**src/rtl/mswh_pkg.sv**
```systemverilog
`default_nettype none
package mswh_pkg;

   localparam int unsigned WORD_WIDTH  = 32;
   localparam int unsigned COUNT_WIDTH = 3;

   localparam logic [WORD_WIDTH-1:0] MIX_MULT   = 32'h5bd1e995;
   localparam int unsigned           FULL_SHIFT = 16;
   localparam int unsigned           TAIL_SHIFT = 24;

   localparam logic [COUNT_WIDTH-1:0] COUNT_EMPTY = 3'd0;
   localparam logic [COUNT_WIDTH-1:0] COUNT_ONE   = 3'd1;
   localparam logic [COUNT_WIDTH-1:0] COUNT_TWO   = 3'd2;
   localparam logic [COUNT_WIDTH-1:0] COUNT_THREE = 3'd3;

   typedef struct packed {
      logic [WORD_WIDTH-1:0]  word;
      logic [COUNT_WIDTH-1:0] count;
      logic                   last;
   } mswh_item_type;

   typedef struct packed {
      logic [WORD_WIDTH-1:0] hash;
      logic                  finish;
   } mswh_mix_type;

endpackage
`default_nettype wire

```
**src/rtl/mswh_mix.sv**
```systemverilog
`default_nettype none
module mswh_mix
   import mswh_pkg::*;
(
   input  wire mswh_item_type       item,
   input  wire [WORD_WIDTH-1:0]     hash,
   output mswh_mix_type             mix
);

   logic [WORD_WIDTH-1:0] addend;
   logic [WORD_WIDTH-1:0] sum;
   logic [WORD_WIDTH-1:0] prod;
   logic                  do_mix;
   logic                  tail;

   always_comb begin
      addend = item.word;
      do_mix = 1'b1;
      tail   = 1'b1;
      unique case (item.count)
         COUNT_EMPTY: begin
            do_mix = 1'b0;
            tail   = 1'b0;
         end
         COUNT_ONE:   addend = {24'd0, item.word[7:0]};
         COUNT_TWO:   addend = {16'd0, item.word[15:0]};
         COUNT_THREE: addend = {8'd0, item.word[23:0]};
         default:     tail   = 1'b0;
      endcase
   end

   assign sum  = hash + addend;
   assign prod = sum * MIX_MULT;

   always_comb begin
      if (!do_mix) begin
         mix.hash = hash;
      end else if (tail) begin
         mix.hash = prod ^ (prod >> TAIL_SHIFT);
      end else begin
         mix.hash = prod ^ (prod >> FULL_SHIFT);
      end
      mix.finish = item.last | tail;
   end

endmodule
`default_nettype wire

```
**src/rtl/murmur_style_word_hash.sv**
```systemverilog
// MurmurHash1-style word hash with the MurmurHash2 multiplier, no seed, no final mix.
// Request channel (req_): one 32-bit little-endian message word per request
// with its byte count; req_tlast marks the end of the message. A word of one
// to three bytes also ends the message.
// Response channel (rsp_): one finished hash per message.
// A finished hash passes through the input register, loaded at the request
// edge, and then the result register, which drives the response.
// Throughput: one request per cycle unless a finished hash waits on a stalled
// receiver; the add, the 32x32 multiply and the xor-shift of one word sit
// between the input register and the running hash register.
// Reset zeroes the running hash and drops any request in flight or pending response.
// When the receiver stalls, the finished hash holds in the result register;
// words that do not end a message still advance, and the block stops taking
// requests only when a second finished hash would need the occupied register.
`default_nettype none
module murmur_style_word_hash
   import mswh_pkg::*;
(
   input  wire         clock,
   input  wire         reset,
   input  wire         req_tvalid,
   output logic        req_tready,
   input  wire  [39:0] req_tdata,  // data_word[31:0], byte_count[34:32], zero[39:35]
   input  wire         req_tlast,
   output logic        rsp_tvalid,
   input  wire         rsp_tready,
   output logic [31:0] rsp_tdata   // hash_value[31:0]
);

   logic                  in_valid_ff;
   logic                  in_valid_in;
   mswh_item_type         in_item_ff;
   logic [WORD_WIDTH-1:0] hash_ff;
   logic [WORD_WIDTH-1:0] hash_in;
   logic                  out_valid_ff;
   logic                  out_valid_in;
   logic [WORD_WIDTH-1:0] out_hash_ff;
   mswh_mix_type          mix;
   logic                  advance;
   logic                  out_load;
   logic                  req_take;

   mswh_mix u_mix (
      .item (in_item_ff),
      .hash (hash_ff),
      .mix  (mix)
   );

   assign advance    = in_valid_ff & (~mix.finish | ~out_valid_ff | rsp_tready);
   assign out_load   = advance & mix.finish;
   assign req_tready = ~in_valid_ff | advance;
   assign req_take   = req_tvalid & req_tready;

   assign in_valid_in  = req_take | (in_valid_ff & ~advance);
   assign out_valid_in = out_load | (out_valid_ff & ~rsp_tready);

   always_comb begin
      hash_in = hash_ff;
      if (advance) begin
         hash_in = mix.finish ? '0 : mix.hash;
      end
   end

   always_ff @(posedge clock) begin
      if (reset) begin
         in_valid_ff  <= 1'b0;
         out_valid_ff <= 1'b0;
         hash_ff      <= '0;
      end else begin
         in_valid_ff  <= in_valid_in;
         out_valid_ff <= out_valid_in;
         hash_ff      <= hash_in;
      end
   end

   always_ff @(posedge clock) begin
      if (req_take) begin
         in_item_ff.word  <= req_tdata[WORD_WIDTH-1:0];
         in_item_ff.count <= req_tdata[WORD_WIDTH+COUNT_WIDTH-1:WORD_WIDTH];
         in_item_ff.last  <= req_tlast;
      end
      if (out_load) begin
         out_hash_ff <= mix.hash;
      end
   end

   assign rsp_tvalid = out_valid_ff;
   assign rsp_tdata  = out_hash_ff;

   a_hash_clear: assert property (@(posedge clock) disable iff (reset)
      out_load |=> (hash_ff == '0))
      else $error("running hash not cleared after a finished message");

   a_no_overwrite: assert property (@(posedge clock) disable iff (reset)
      (out_valid_ff && !rsp_tready && in_valid_ff && mix.finish) |-> !advance)
      else $error("pending hash overwritten while receiver stalls");

   a_reset_idle: assert property (@(posedge clock)
      reset |=> (!rsp_tvalid && !in_valid_ff && hash_ff == '0))
      else $error("state not cleared by reset");

   a_hold_hash: assert property (@(posedge clock) disable iff (reset)
      (in_valid_ff && !advance) |=> $stable(hash_ff))
      else $error("running hash changed while the request held");

endmodule
`default_nettype wire
```
**config.mk**
```make
export PLATFORM = sky130hd
export DESIGN_NAME = murmur_style_word_hash
export DESIGN_NICKNAME = d
export VERILOG_FILES = /design/src/rtl/mswh_pkg.sv /design/src/rtl/mswh_mix.sv /design/src/rtl/murmur_style_word_hash.sv
export SDC_FILE = /design/constraint.sdc
export NUM_CORES = 1
export LEC_CHECK = 0
export BUFFER_PORTS_ARGS = -buffer_cell sky130_fd_sc_hd__buf_2
export CAP_MARGIN = 25
export CORE_ASPECT_RATIO = 0.7
export CORE_MARGIN = 2
export CORE_UTILIZATION = 25
export CTS_BUF_LIST = sky130_fd_sc_hd__clkbuf_4 sky130_fd_sc_hd__clkbuf_8 sky130_fd_sc_hd__clkbuf_16
export DETAILED_ROUTE_END_ITERATION = 7
export GPL_ROUTABILITY_DRIVEN = 0
export GPL_TIMING_DRIVEN = 0
export PLACE_DENSITY = 0.36
export SLEW_MARGIN = 20
export SYNTH_ARGS = -nofsm -noshare
export SYNTH_HDL_FRONTEND = slang
export SYNTH_SLANG_ARGS = --single-unit
export TNS_END_PERCENT = 5
```
**constraint.sdc**
```tcl
create_clock -name clock -period 16.1 [get_ports clock]
set_clock_uncertainty 0.05 [all_clocks]
set_input_delay 0.805 -clock clock [delete_from_list [all_inputs] [get_ports clock]]
set_output_delay 0.805 -clock clock [all_outputs]
set_load 0.05 [all_outputs]
```
==> Word level (Yosys, flattened, before mapping) <==
Cells that the tools add are included.
{ "classes": {"n_bitwise": 18, "n_reduce_logical": 2, "n_eq_ne": 3, "mux": 5, "mul": 1, "addsub": 1} }
{ "ops": {"columns": ["operator", "n"], "rows": [
  ["$mux W32", 3],
  ["$pmux W32 S3", 1],
  ["$add A32 B32 Y32", 1],
  ["$mul A32 B31 Y32 const B", 1],
  ["$xor A32 B16 Y32", 1],
  ["$xor A32 B8 Y32", 1],
  ["$eq A3 B2 Y1 const B", 2],
  ["$or A1 B1 Y1", 6],
  ["$and A1 B1 Y1", 5],
  ["$not A1 Y1", 5],
  ["$eq A3 B1 Y1 const B", 1],
  ["$logic_not A3 Y1", 1],
  ["$reduce_or A3 Y1", 1],
  ["$mux W1", 1]
]} }
{ "totals": {"output_inout_bits": 34, "reg_bits": 102, "elab_cells": 37, "in_bits": 45} }

==> Longest topological paths before layout <==
Gate-level depths: netlist (run 1).
{ "depth": {"word_depth": 11, "ltp_mapped": 41, "ltp_nobuf": 39} }

==> Cells and area by module <==
A second synthesis (run 1) with hierarchy kept.
{ "hier_totals": {"cells_unflattened": 1424, "hier_area_um2": 14290.0} }
{ "modules_own_cells": {"columns": ["module", "cells_per_inst", "area_per_inst_um2", "n_inst", "seq_area_each_um2"], "rows": [
  ["mswh_mix", 1272, 11148.2, 1, 0.0],
  ["murmur_style_word_hash", 152, 3141.8, 1, 2722.6]
]} }

==> Worst setup path before layout (run 1) <==
No wires, ideal clock.
{ "synth_path": {"path_type": "reg-to-reg", "from": "register in_item_ff[3] (netlist bit)", "to": "register out_hash_ff[7] (netlist: rsp_tdata[7]), data pin", "t_required_ns": 15.784, "stages_incl_launch_ff": 41, "setup_time_ns": 0.266, "slack_ns": 6.619, "n_path_buf": 2, "arrival_time_ns": 9.165, "period_less_slack_ns": 9.481, "path_cell_list": "edfxtp_1 > clkbuf_1 > nor3b_1 > nor2b_1 > ha_1 > clkbuf_2 > nand2_1 > a21oi_1 > a211oi_2 > o21bai_1 > a21oi_1 > o21bai_1 > xor2_1 > ha_1 > xor2_1 > ha_1 > inv_1 > fa_1 > [5 not listed] > fa_1 > inv_1 > fa_1 > fa_1 > xnor2_1 > xnor2_1 > xnor2_1 > xnor2_1 > xnor2_1 > xnor2_1 > xnor3_1 > xnor3_1 > xnor3_1 > xnor3_1 > xor2_2 > mux2i_1 > xor2_1 > o21ai_1"} }
{ "synth_rtl": {"columns": ["item", "line", "rtl"], "rows": [
  ["start, declared", "murmur_style_word_hash.sv:32", "mswh_item_type in_item_ff;"],
  ["end signal, assigned", "murmur_style_word_hash.sv:83", "out_hash_ff <= mix.hash;"],
  ["end, declared", "murmur_style_word_hash.sv:37", "logic [WORD_WIDTH-1:0] out_hash_ff;"]
]} }

==> impl_summary.log, run 1 <==
[metrics] run status: finished clean
[metrics] Avg Cell Area, Syn: about 9.8 um^2
[metrics] max-slew violation total from the final report: 0
[metrics] Buffers & Inverters on Critical Path: 7
[metrics] wire length of the first global-routing pass: 70500 um
[metrics] starting density of the core: 0.2536
[metrics] Worst Hold Depth: 1
[metrics] Setup Fix Bufs, Post-CTS: 0
[metrics] Placed Cells incl. Taps: approximately 2300
[metrics] Period Utilization, post-route: 0.7193
[metrics] final hold violation count: 0
[metrics] share of cells above drive strength 1: 0.09448
[metrics] arrival time worst endpoint: ~12000 ps
[metrics] cell count of the worst reg-to-reg path: 39
[metrics] die extent in y: between 200 and 250 um
[metrics] Top Ports: between 70 and 80
[metrics] Final Critical Period: 11580 ps
[metrics] commonest non-fill, non-tap cell in the layout: inv_1
[metrics] vias after detailed routing: 10171
[metrics] end of the worst hold path: hash_ff[14]
[metrics] CTS tree: built
[metrics] vias in the first global route: 10657
[metrics] iteration count of the initial detailed-routing pass: 5
[metrics] Final Setup Violations: 0
[metrics] post-synthesis instance area: ~14000 um^2
[metrics] Avg Vias per Cell: 4.371
[metrics] final wirelength: ~47000 um
[metrics] Filler cells: about 6000
[metrics] Top FF cell, synth: edfxtp_1
[metrics] Crit Path Class: flip-flop to flip-flop
[metrics] setup repair after global routing missed its margin: no
[metrics] endpoint required time on the critical path: 16160 ps
[metrics] number of synthesized register bits: between 100 and 150
[metrics] source-to-sink clock delay at the later pin of the worst-skew pair: 370 ps
[metrics] number of enable flip-flop cells after synthesis: 68
[metrics] full die area: 59780 um^2
[metrics] maximum clock frequency: 0.08635 GHz
[metrics] number of nets at the end of the flow: ~2000
[metrics] sum of overflow across all layers after global routing: 0
[metrics] final non-filler cell area: around 16000 um^2
[metrics] critical register-to-register path startpoint: in_item_ff[3]
[metrics] Mapped Nets: about 1900
[metrics] Clock Sink Count: between 100 and 150
[metrics] kind of capture point of the worst setup path: flip-flop
[metrics] biggest fanout along the worst timing path: 10
[metrics] die extent in x: ~290 um
[metrics] Hold Crit Start: hash_ff[14]
[metrics] non-filler instance count after layout: ~2300
[metrics] antenna violations before repair: 2
[metrics] setup TNS after final layout: 0 ps
[metrics] number of hold buffers added after CTS: 0
[metrics] worst setup slack for register-to-register paths: roughly 4500 ps
[metrics] async set-reset flop share out of synthesis: 0
[metrics] number of warnings reported in the yosys synthesis log: 0
[metrics] maximum level of the CTS H-tree: 3
[metrics] commonest cells after routing, fill and taps aside: inv_1, ha_1, fa_1
[metrics] Max-slew headroom: 0.3045
[metrics] CTS clock-pin slew for the worst setup and hold paths: 80 ps
[metrics] root buffer cell: clkbuf_16
[metrics] Std-Cell Rows: between 70 and 80
[metrics] Slowest-stage cell, CP: xor2_1
[metrics] Yosys cell types: 60
[metrics] GRT Util Overall: 0.1624
[metrics] type of origin of the critical path: flip-flop
[metrics] instance area after placement: ~16000 um^2
[metrics] maximum clock path buffer count: 2
[metrics] number of buffer cells added on primary ports: 72
[metrics] pin count of the biggest net entering global routing: 21
[metrics] Core Region: approximately 57000 um^2
[metrics] r2r endpoint: rsp_tdata[7]
[metrics] longest individual stage delay on the worst path: between 700 and 800 ps
[metrics] Gates resized, CTS repair: 0
[metrics] DPL Wire Length: 41000 um
[metrics] total clock buffers created by CTS: 9
[metrics] number of DRC markers in iteration 0: approximately 600
[metrics] residual DRC count: 0
[metrics] number of maximum-capacitance violations: 0
[metrics] kind of path behind the tightest hold check: flip-flop to flip-flop
[metrics] dominant delay contributor by cell family on the critical path: adder cells
[metrics] number of nets still failing antenna checks after routing: 0
[metrics] Seq/Total Area, Yosys: 0.1884
[metrics] Area growth syn-to-layout: 13.79%
[metrics] synthesized instance count: about 1500
[metrics] Worst-Margin Slew: 1036 ps
[metrics] count of inserted antenna diode cells: 0
[metrics] post-detailed-route wirelength per cell: around 20 um
kinds of logic (layout without fill, tap and decap cells):
group	after synthesis	in the layout	synth area share
buf+inv	373	479	0.09697
compound gates	200	200	0.09195
flops	102	102	0.1884
fa+ha+maj	417	417	0.4530
xor+xnor	123	123	0.08277
simple gates	246	246	0.07879
mux	10	10	0.008138
worst max-delay path by stage:
stage | startpoint | to | slack [ps] | cells after the start
2_1_floorplan | in_item_ff[3] | rsp_tdata[7] | 6620 | 40
3_5_place_dp | in_item_ff[3] | rsp_tdata[7] | 4340 | 38
6_report | in_item_ff[3] | rsp_tdata[7] | 4520 | 39
4_1_cts | in_item_ff[3] | rsp_tdata[7] | 4310 | 38
3_3_place_gp | in_item_ff[3] | rsp_tdata[3] | 2860 | 34
5_1_grt | in_item_ff[3] | rsp_tdata[7] | 3790 | 39
cell usage after synthesis (all sizes together) (5+ instances only):
cell type / count / area share
inv: 352 / 0.091
ha: 240 / 0.21
fa: 177 / 0.25
nand2: 87 / 0.023
xnor2: 79 / 0.049
nor2: 69 / 0.018
edfxtp: 68 / 0.14
a21oi: 59 / 0.021
xor2: 40 / 0.027
o21ai: 36 / 0.012
dfxtp: 34 / 0.047
a22oi: 24 / 0.012
a21o: 23 / 0.012
nor2b: 22 / 0.0095
and2: 18 / 0.0078
clkbuf: 18 / 0.0048
nor3: 13 / 0.0045
and3: 9 / 0.0039
o21bai: 9 / 0.0047
a22o: 8 / 0.0048
nand3: 8 / 0.0028
o21a: 7 / 0.0036
a211oi: 6 / 0.0038
mux2i: 6 / 0.0050
a21boi: 5 / 0.0026
nand2b: 5 / 0.0022
worst reg2reg max path, delay by kind of cell (launching register included):
family / cells / cell delay, ps
xor gates and xnor gates: 13 / 3640
muxes: 1 / 210
and+or+nand+nor: 5 / 1300
buffers and inverters: 7 / 830
adders and majority gates: 9 / 3880
DFF: 1 / 410
AOI/OAI and AO/OA: 4 / 1000
sequential cells by signal, indices dropped and copies added (netlist names):
name,count
rsp_tdata,32
in_item_ff,36
rsp_tvalid,1
in_valid_ff,1
hash_ff,32
metal layers:
metal | part of all wire | GRT usage | wire, um | up-vias
met4 | 0.0070 | 0.01546 | 325 | 0
met3 | 0.056 | 0.03353 | 2617 | 21
li1 | - | - | - | 4915
met1 | 0.55 | 0.2602 | 25590 | 5008
met5 | 0 | 0 | 0 | -
met2 | 0.39 | 0.2255 | 18210 | 227
cell type report:
type / instances / area (um^2) / share of cell area
Inverter: 352 / 1321 / 0.08035
Multi-Input combinational cell: 996 / 10500 / 0.6384
Timing Repair Buffer: 90 / 603.1 / 0.03667
Buffer: 21 / 80.08 / 0.004870
Tap cell: 750 / 938.4 / 0.05706
Sequential cell: 102 / 2723 / 0.1656
Clock inverter: 7 / 56.30 / 0.003424
Clock buffer: 9 / 225.2 / 0.01370
stage by stage:
| stage | worst slack [ps] | utilization | hold slack (ps) |
|---|---|---|---|
| finish | 4520 | 0.2885 | 477.9 |
| CTS | 4311 | 0.2884 | 481.0 |
| detailed placement | 4336 | 0.2835 | 460.5 |
| global placement | 2859 | 0.2763 | 453.9 |
| floorplan | 6619 | - | 414.4 |
| global route | 3791 | 0.2885 | 515.9 |
Power of run 1 is left out: the tool's default activity adds up to more than one toggle a clock period on the data nets, which glitch-free logic cannot reach.
==> inputs of run 2 (changes only) <==
==> constraint.sdc (replaced) <==
create_clock -name clock -period 11.3 [get_ports clock]
set_clock_uncertainty 0.05 [all_clocks]
set_input_delay 0.565 -clock clock [delete_from_list [all_inputs] [get_ports clock]]
set_output_delay 0.565 -clock clock [all_outputs]
set_load 0.05 [all_outputs]
==> run 2 against run 1 <==
  * Sequential share of layout area is 0.13 points lower
  * Routed wire length up 0.52%
  * Global-route usage up 0.071 points
  * Non-clock buffer count rose by 3
  * First-iteration DRC count is 3.2% higher
  * Final area is 0.80% higher
  * Cell count increased by 0.13%
  * Hold slack got worse by 160 ps
  * Largest cell class unchanged
==> impl_summary.log, run 2 (same netlist as run 1, synthesis figures left out) <==
[metrics] pin count of the biggest net entering global routing: 21 (unchanged)
[metrics] setup repair after global routing missed its margin: yes
[metrics] Filler cells: 6131 (-0.28%)
[metrics] r2r endpoint: rsp_tdata[7]
[metrics] maximum clock frequency: 0.09226 GHz (+6.8%)
[metrics] maximum level of the CTS H-tree: 3 (unchanged)
[metrics] post-detailed-route wirelength per cell: 20.17 um (+0.39%)
[metrics] source-to-sink clock delay at the later pin of the worst-skew pair: 370 ps (about the same)
[metrics] kind of path behind the tightest hold check: input port to flip-flop
[metrics] run status: finished clean
[metrics] Max-slew headroom: 0.3336 (+0.02917)
[metrics] share of cells above drive strength 1: 0.1019 (+0.007416)
[metrics] Worst Hold Depth: 1 (unchanged)
[metrics] Crit Path Class: flip-flop to flip-flop
[metrics] number of hold buffers added after CTS: 0 (unchanged)
[metrics] Clock Sink Count: 102 (unchanged)
[metrics] starting density of the core: 0.2536 (unchanged)
[metrics] commonest cells after routing, fill and taps aside: inv_1, ha_1, fa_1
[metrics] number of DRC markers in iteration 0: 622 (+3.2%)
[metrics] Hold Crit Start: req_tdata[15]
[metrics] arrival time worst endpoint: 10900 ps (-740 ps)
[metrics] antenna violations before repair: 3 (+1)
[metrics] end of the worst hold path: in_item_ff[19]
[metrics] Top Ports: 79 (unchanged)
[metrics] vias after detailed routing: 10250 (+0.78%)
[metrics] final wirelength: 46990 um (+0.52%)
[metrics] residual DRC count: 0 (unchanged)
[metrics] Final Setup Violations: 0 (unchanged)
[metrics] number of buffer cells added on primary ports: 72 (unchanged)
[metrics] Core Region: 56990 um^2 (unchanged)
[metrics] GRT Util Overall: 0.1631 (+0.0007118)
[metrics] final hold violation count: 0 (unchanged)
[metrics] total clock buffers created by CTS: 9 (unchanged)
[metrics] root buffer cell: clkbuf_16
[metrics] number of maximum-capacitance violations: 0 (unchanged)
[metrics] flip-flop count of the largest register, all copies and words added: 36 (unchanged)
[metrics] largest reg by FF count: in_item_ff
[metrics] number of nets still failing antenna checks after routing: 0 (unchanged)
[metrics] biggest fanout along the worst timing path: 10 (unchanged)
[metrics] vias in the first global route: 10687 (+0.28%)
[metrics] critical register-to-register path startpoint: in_item_ff[3]
[metrics] die extent in y: 205.2 um (unchanged)
[metrics] cell count of the worst reg-to-reg path: 42 (+7.7%)
[metrics] longest individual stage delay on the worst path: 550 ps (-220 ps)
[metrics] die extent in x: 291.4 um (unchanged)
[metrics] Layout Utilization: 0.2908 (+0.002305)
[metrics] max-slew violation total from the final report: 0 (unchanged)
[metrics] Final Critical Period: 10840 ps (-741.4 ps)
[metrics] Avg Vias per Cell: 4.399 (+0.65%)
[metrics] count of inserted antenna diode cells: 0 (unchanged)
[metrics] CTS tree: built
[metrics] full die area: 59780 um^2 (unchanged)
[metrics] maximum clock path buffer count: 2 (unchanged)
[metrics] dominant delay contributor by cell family on the critical path: adder cells
[metrics] worst setup slack for register-to-register paths: 460 ps (-4060 ps)
[metrics] commonest non-fill, non-tap cell in the layout: inv_1
[metrics] Critical Path Stages: 42 (+7.7%)
[metrics] iteration count of the initial detailed-routing pass: 5 (unchanged)
[metrics] number of nets at the end of the flow: 2037 (+0.15%)
[metrics] kind of capture point of the worst setup path: flip-flop
[metrics] Area growth syn-to-layout: 14.70%
[metrics] Worst-Margin Slew: 999.5 ps (-36.31 ps)
[metrics] Slowest-stage cell, CP: fa_1
[metrics] Buffers & Inverters on Critical Path: 9 (+2)
[metrics] DPL Wire Length: 41000 um (unchanged)
[metrics] type of origin of the critical path: flip-flop
[metrics] Std-Cell Rows: 73 (unchanged)
[metrics] CTS clock-pin slew for the worst setup and hold paths: 80 ps (about the same)
[metrics] wire length of the first global-routing pass: 70770 um (+0.38%)
[metrics] Period Utilization, post-route: 0.9592 (+0.2399)
[metrics] sum of overflow across all layers after global routing: 0 (unchanged)
[metrics] endpoint required time on the critical path: 11360 ps (-4800 ps)
## run 2: per-stage QoR
stage,hold WS [ps],setup TNS [ps],cells,worst slack [ps],cell area (um^2)
floorplan,414.4,0,1471,1819,14450
global placement,453.9,-42350,2293,-1941,15750
detailed placement,460.5,-3375,2311,-464.2,16160
CTS,304.6,0,2329,1.082,16490
global route,299.6,-192.3,2330,-110.9,16580
finish,321.8,0,2330,461.1,16580
## run 2: per-layer routing
metal	part of all wire	vias up	track usage	wire length, um
li1	-	4925	-	-
met1	0.56	5127	0.2629	26320
met2	0.39	181	0.2261	18340
met3	0.043	17	0.03168	2039
met4	0.0063	0	0.01546	295
met5	0	-	0	0
## run 2: what timing repair did
action / 4_1_cts / 5_1_grt
gates cloned: 0 / 0
gates resized for setup: 5 / 11
endpoints found under the setup margin: 16 / 27
setup buffers: 2 / 1
pin swaps: 0 / 2
## run 2: worst max-delay path by stage
stage / from / endpoint
after detailed placement: in_item_ff[3] / rsp_tdata[7]
after CTS: in_item_ff[3] / rsp_tdata[7]
after floorplan: in_item_ff[3] / rsp_tdata[7]
after global placement: in_item_ff[3] / rsp_tdata[3]
final: in_item_ff[3] / rsp_tdata[7]
after global routing: in_item_ff[3] / rsp_tdata[7]
## run 2: final cells by class
type,count,area [um^2],share of cell area
Clock inverter,7,56.30,0.003397
Tap cell,750,938.4,0.05661
Buffer,21,81.33,0.004906
Sequential cell,102,2723,0.1643
Inverter,352,1321,0.07971
Timing Repair Buffer,93,638.1,0.03850
Multi-Input combinational cell,996,10590,0.6390
Clock buffer,9,225.2,0.01359
Power of run 2 is left out for the same reason.
==> inputs of run 3 (changes only) <==
--- a/config.mk
+++ b/config.mk
@@ -9,12 +9,12 @@
 export CAP_MARGIN = 25
 export CORE_ASPECT_RATIO = 0.7
 export CORE_MARGIN = 2
-export CORE_UTILIZATION = 25
+export CORE_UTILIZATION = 30
 export CTS_BUF_LIST = sky130_fd_sc_hd__clkbuf_4 sky130_fd_sc_hd__clkbuf_8 sky130_fd_sc_hd__clkbuf_16
 export DETAILED_ROUTE_END_ITERATION = 7
 export GPL_ROUTABILITY_DRIVEN = 0
 export GPL_TIMING_DRIVEN = 0
-export PLACE_DENSITY = 0.36
+export PLACE_DENSITY = 0.42
 export SLEW_MARGIN = 20
 export SYNTH_ARGS = -nofsm -noshare
 export SYNTH_HDL_FRONTEND = slang
==> run 3 against run 2 <==
  * Final area decreased by 1.1%
  * Global-route usage increased by 1.9 points
  * Cell count decreased by 5.4%
  * Fmax increased by 0.84%
  * Non-clock buffer count increased by 1
  * Core utilization increased by 5.3 points
  * Sequential share of layout area increased by 0.18 points
  * Hold slack got worse by 6.9 ps
  * Flip-flop and latch count unchanged
  * Critical endpoint unchanged
  * Via count increased by 0.33%
  * First-iteration DRC count increased by 13%
==> impl_summary.log, run 3 (same netlist as run 1, synthesis figures left out) <==
[metrics] kind of capture point of the worst setup path: flip-flop
[metrics] antenna violations before repair: 3 (unchanged)
[metrics] Worst Hold Depth: 1 (unchanged)
[metrics] critical register-to-register path startpoint: in_item_ff[3]
[metrics] Period Utilization, post-route: 0.9513 (-0.007943)
[metrics] total clock buffers created by CTS: 9 (unchanged)
[metrics] Slowest-stage cell, CP: fa_1
[metrics] Placement Setup Slack: -390.4 ps (+73.79 ps)
[metrics] number of DRC markers in iteration 0: 700 (+13%)
[metrics] endpoint required time on the critical path: 11360 ps (about the same)
[metrics] flip-flop count of the largest register, all copies and words added: 36 (unchanged)
[metrics] kind of path behind the tightest hold check: input port to flip-flop
[metrics] Area growth syn-to-layout: 13.43%
[metrics] run status: finished clean
[metrics] setup repair after global routing missed its margin: yes
[metrics] Hold Crit Start: req_tdata[15]
[metrics] dominant delay contributor by cell family on the critical path: adder cells
[metrics] commonest cells after routing, fill and taps aside: inv_1, ha_1, fa_1
[metrics] arrival time worst endpoint: 10800 ps (-100 ps)
[metrics] Buffers & Inverters on Critical Path: 8 (-1)
[metrics] Crit Path Class: flip-flop to flip-flop
[metrics] Final Critical Period: 10750 ps (-89.76 ps)
[metrics] largest reg by FF count: in_item_ff
[metrics] pin count of the biggest net entering global routing: 21 (unchanged)
[metrics] root buffer cell: clkbuf_16
[metrics] Max-slew headroom: 0.3384 (+0.004808)
[metrics] starting density of the core: 0.3030 (+0.04941)
[metrics] number of nets still failing antenna checks after routing: 0 (unchanged)
[metrics] Top Ports: 79 (unchanged)
[metrics] wire length of the first global-routing pass: 67240 um (-5.0%)
[metrics] post-detailed-route wirelength per cell: 19.92 um (-1.2%)
[metrics] share of cells above drive strength 1: 0.1012 (-0.0006970)
[metrics] Final Setup Violations: 0 (unchanged)
[metrics] cell count of the worst reg-to-reg path: 40 (-4.8%)
[metrics] biggest fanout along the worst timing path: 10 (unchanged)
[metrics] number of maximum-capacitance violations: 0 (unchanged)
[metrics] final non-filler cell area: 16390 um^2 (-1.1%)
[metrics] CTS clock-pin slew for the worst setup and hold paths: 80 ps (about the same)
[metrics] type of origin of the critical path: flip-flop
[metrics] Critical Path Stages: 40 (-4.8%)
[metrics] final wirelength: 43900 um (-6.6%)
[metrics] number of buffer cells added on primary ports: 72 (unchanged)
[metrics] final hold violation count: 0 (unchanged)
[metrics] beginning of the critical path: in_item_ff[3]
[metrics] Avg Vias per Cell: 4.666 (+6.1%)
[metrics] residual DRC count: 0 (unchanged)
[metrics] Clock Sink Count: 102 (unchanged)
[metrics] commonest non-fill, non-tap cell in the layout: inv_1
[metrics] full die area: 49970 um^2 (-16%)
[metrics] die extent in y: 187.6 um (-8.5%)
[metrics] maximum level of the CTS H-tree: 3 (unchanged)
[metrics] CTS tree: built
[metrics] longest individual stage delay on the worst path: 570 ps (+20 ps)
[metrics] Final Worst Setup Slack: 550.8 ps (+89.76 ps)
[metrics] iteration count of the initial detailed-routing pass: 5 (unchanged)
[metrics] Std-Cell Rows: 67 (-8.2%)
[metrics] maximum clock frequency: 0.09303 GHz (+0.84%)
[metrics] source-to-sink clock delay at the later pin of the worst-skew pair: 370 ps (about the same)
[metrics] GRT Util Overall: 0.1821 (+0.01900)
[metrics] final worst hold slack: 314.9 ps (-6.862 ps)
[metrics] Core Region: 47700 um^2 (-16%)
[metrics] instance area after placement: 15920 um^2 (-1.4%)
[metrics] vias in the first global route: 10744 (+0.53%)
[metrics] DPL Wire Length: 38240 um (-6.7%)
[metrics] maximum clock path buffer count: 2 (unchanged)
[metrics] number of nets at the end of the flow: 2038 (+0.049%)
[metrics] sum of overflow across all layers after global routing: 0 (unchanged)
[metrics] vias after detailed routing: 10284 (+0.33%)
[metrics] max-slew violation total from the final report: 0 (unchanged)
[metrics] die extent in x: 266.3 um (-8.6%)
[metrics] Worst-Margin Slew: 989.0 ps (-10.57 ps)
-- run 3: metrics by stage --
step | util | TNS [ps] | std cells
4_1_cts | 0.3410 | 0 | 2195
2_1_floorplan | - | 0 | 1471
5_1_grt | 0.3435 | -32.99 | 2202
3_5_place_dp | 0.3338 | -1771 | 2179
6_report | 0.3437 | 0 | 2204
3_3_place_gp | 0.3268 | -33390 | 2164
-- run 3: final cells by class --
type                            count  area (um^2)
Clock inverter                      7        66.31
Timing Repair Buffer               94        626.9
Buffer                             21        81.33
Antenna cell                        2        5.005
Multi-Input combinational cell    996        10570
Clock buffer                        9        225.2
Tap cell                          621        777.0
Fill cell                        4865        31310
Sequential cell                   102         2723
Inverter                          352         1321
-- run 3: what timing repair did --
item                                   4_1_cts  5_1_grt
hold buffers                                 0        0
endpoints found under the hold margin        0        0
setup endpoints to repair                   13       19
pin swaps                                    0        1
buffers inserted                             0        6
resized for setup                            7        9
-- run 3: worst paths after layout --
path | endpoint | slack, ps
max reg2reg | rsp_tdata[7] | 550
min | in_item_ff[19] | 310
max | rsp_tdata[7] | 550
min reg2reg | hash_ff[0] | 460
-- run 3: routing by layer --
| metal | part of all wire | global-route usage |
|---|---|---|
| met5 | 0 | 0 |
| met4 | 0.0049 | 0.01880 |
| met3 | 0.049 | 0.02285 |
| met2 | 0.40 | 0.2571 |
| met1 | 0.54 | 0.2987 |
Power of run 3 is left out for the same reason.
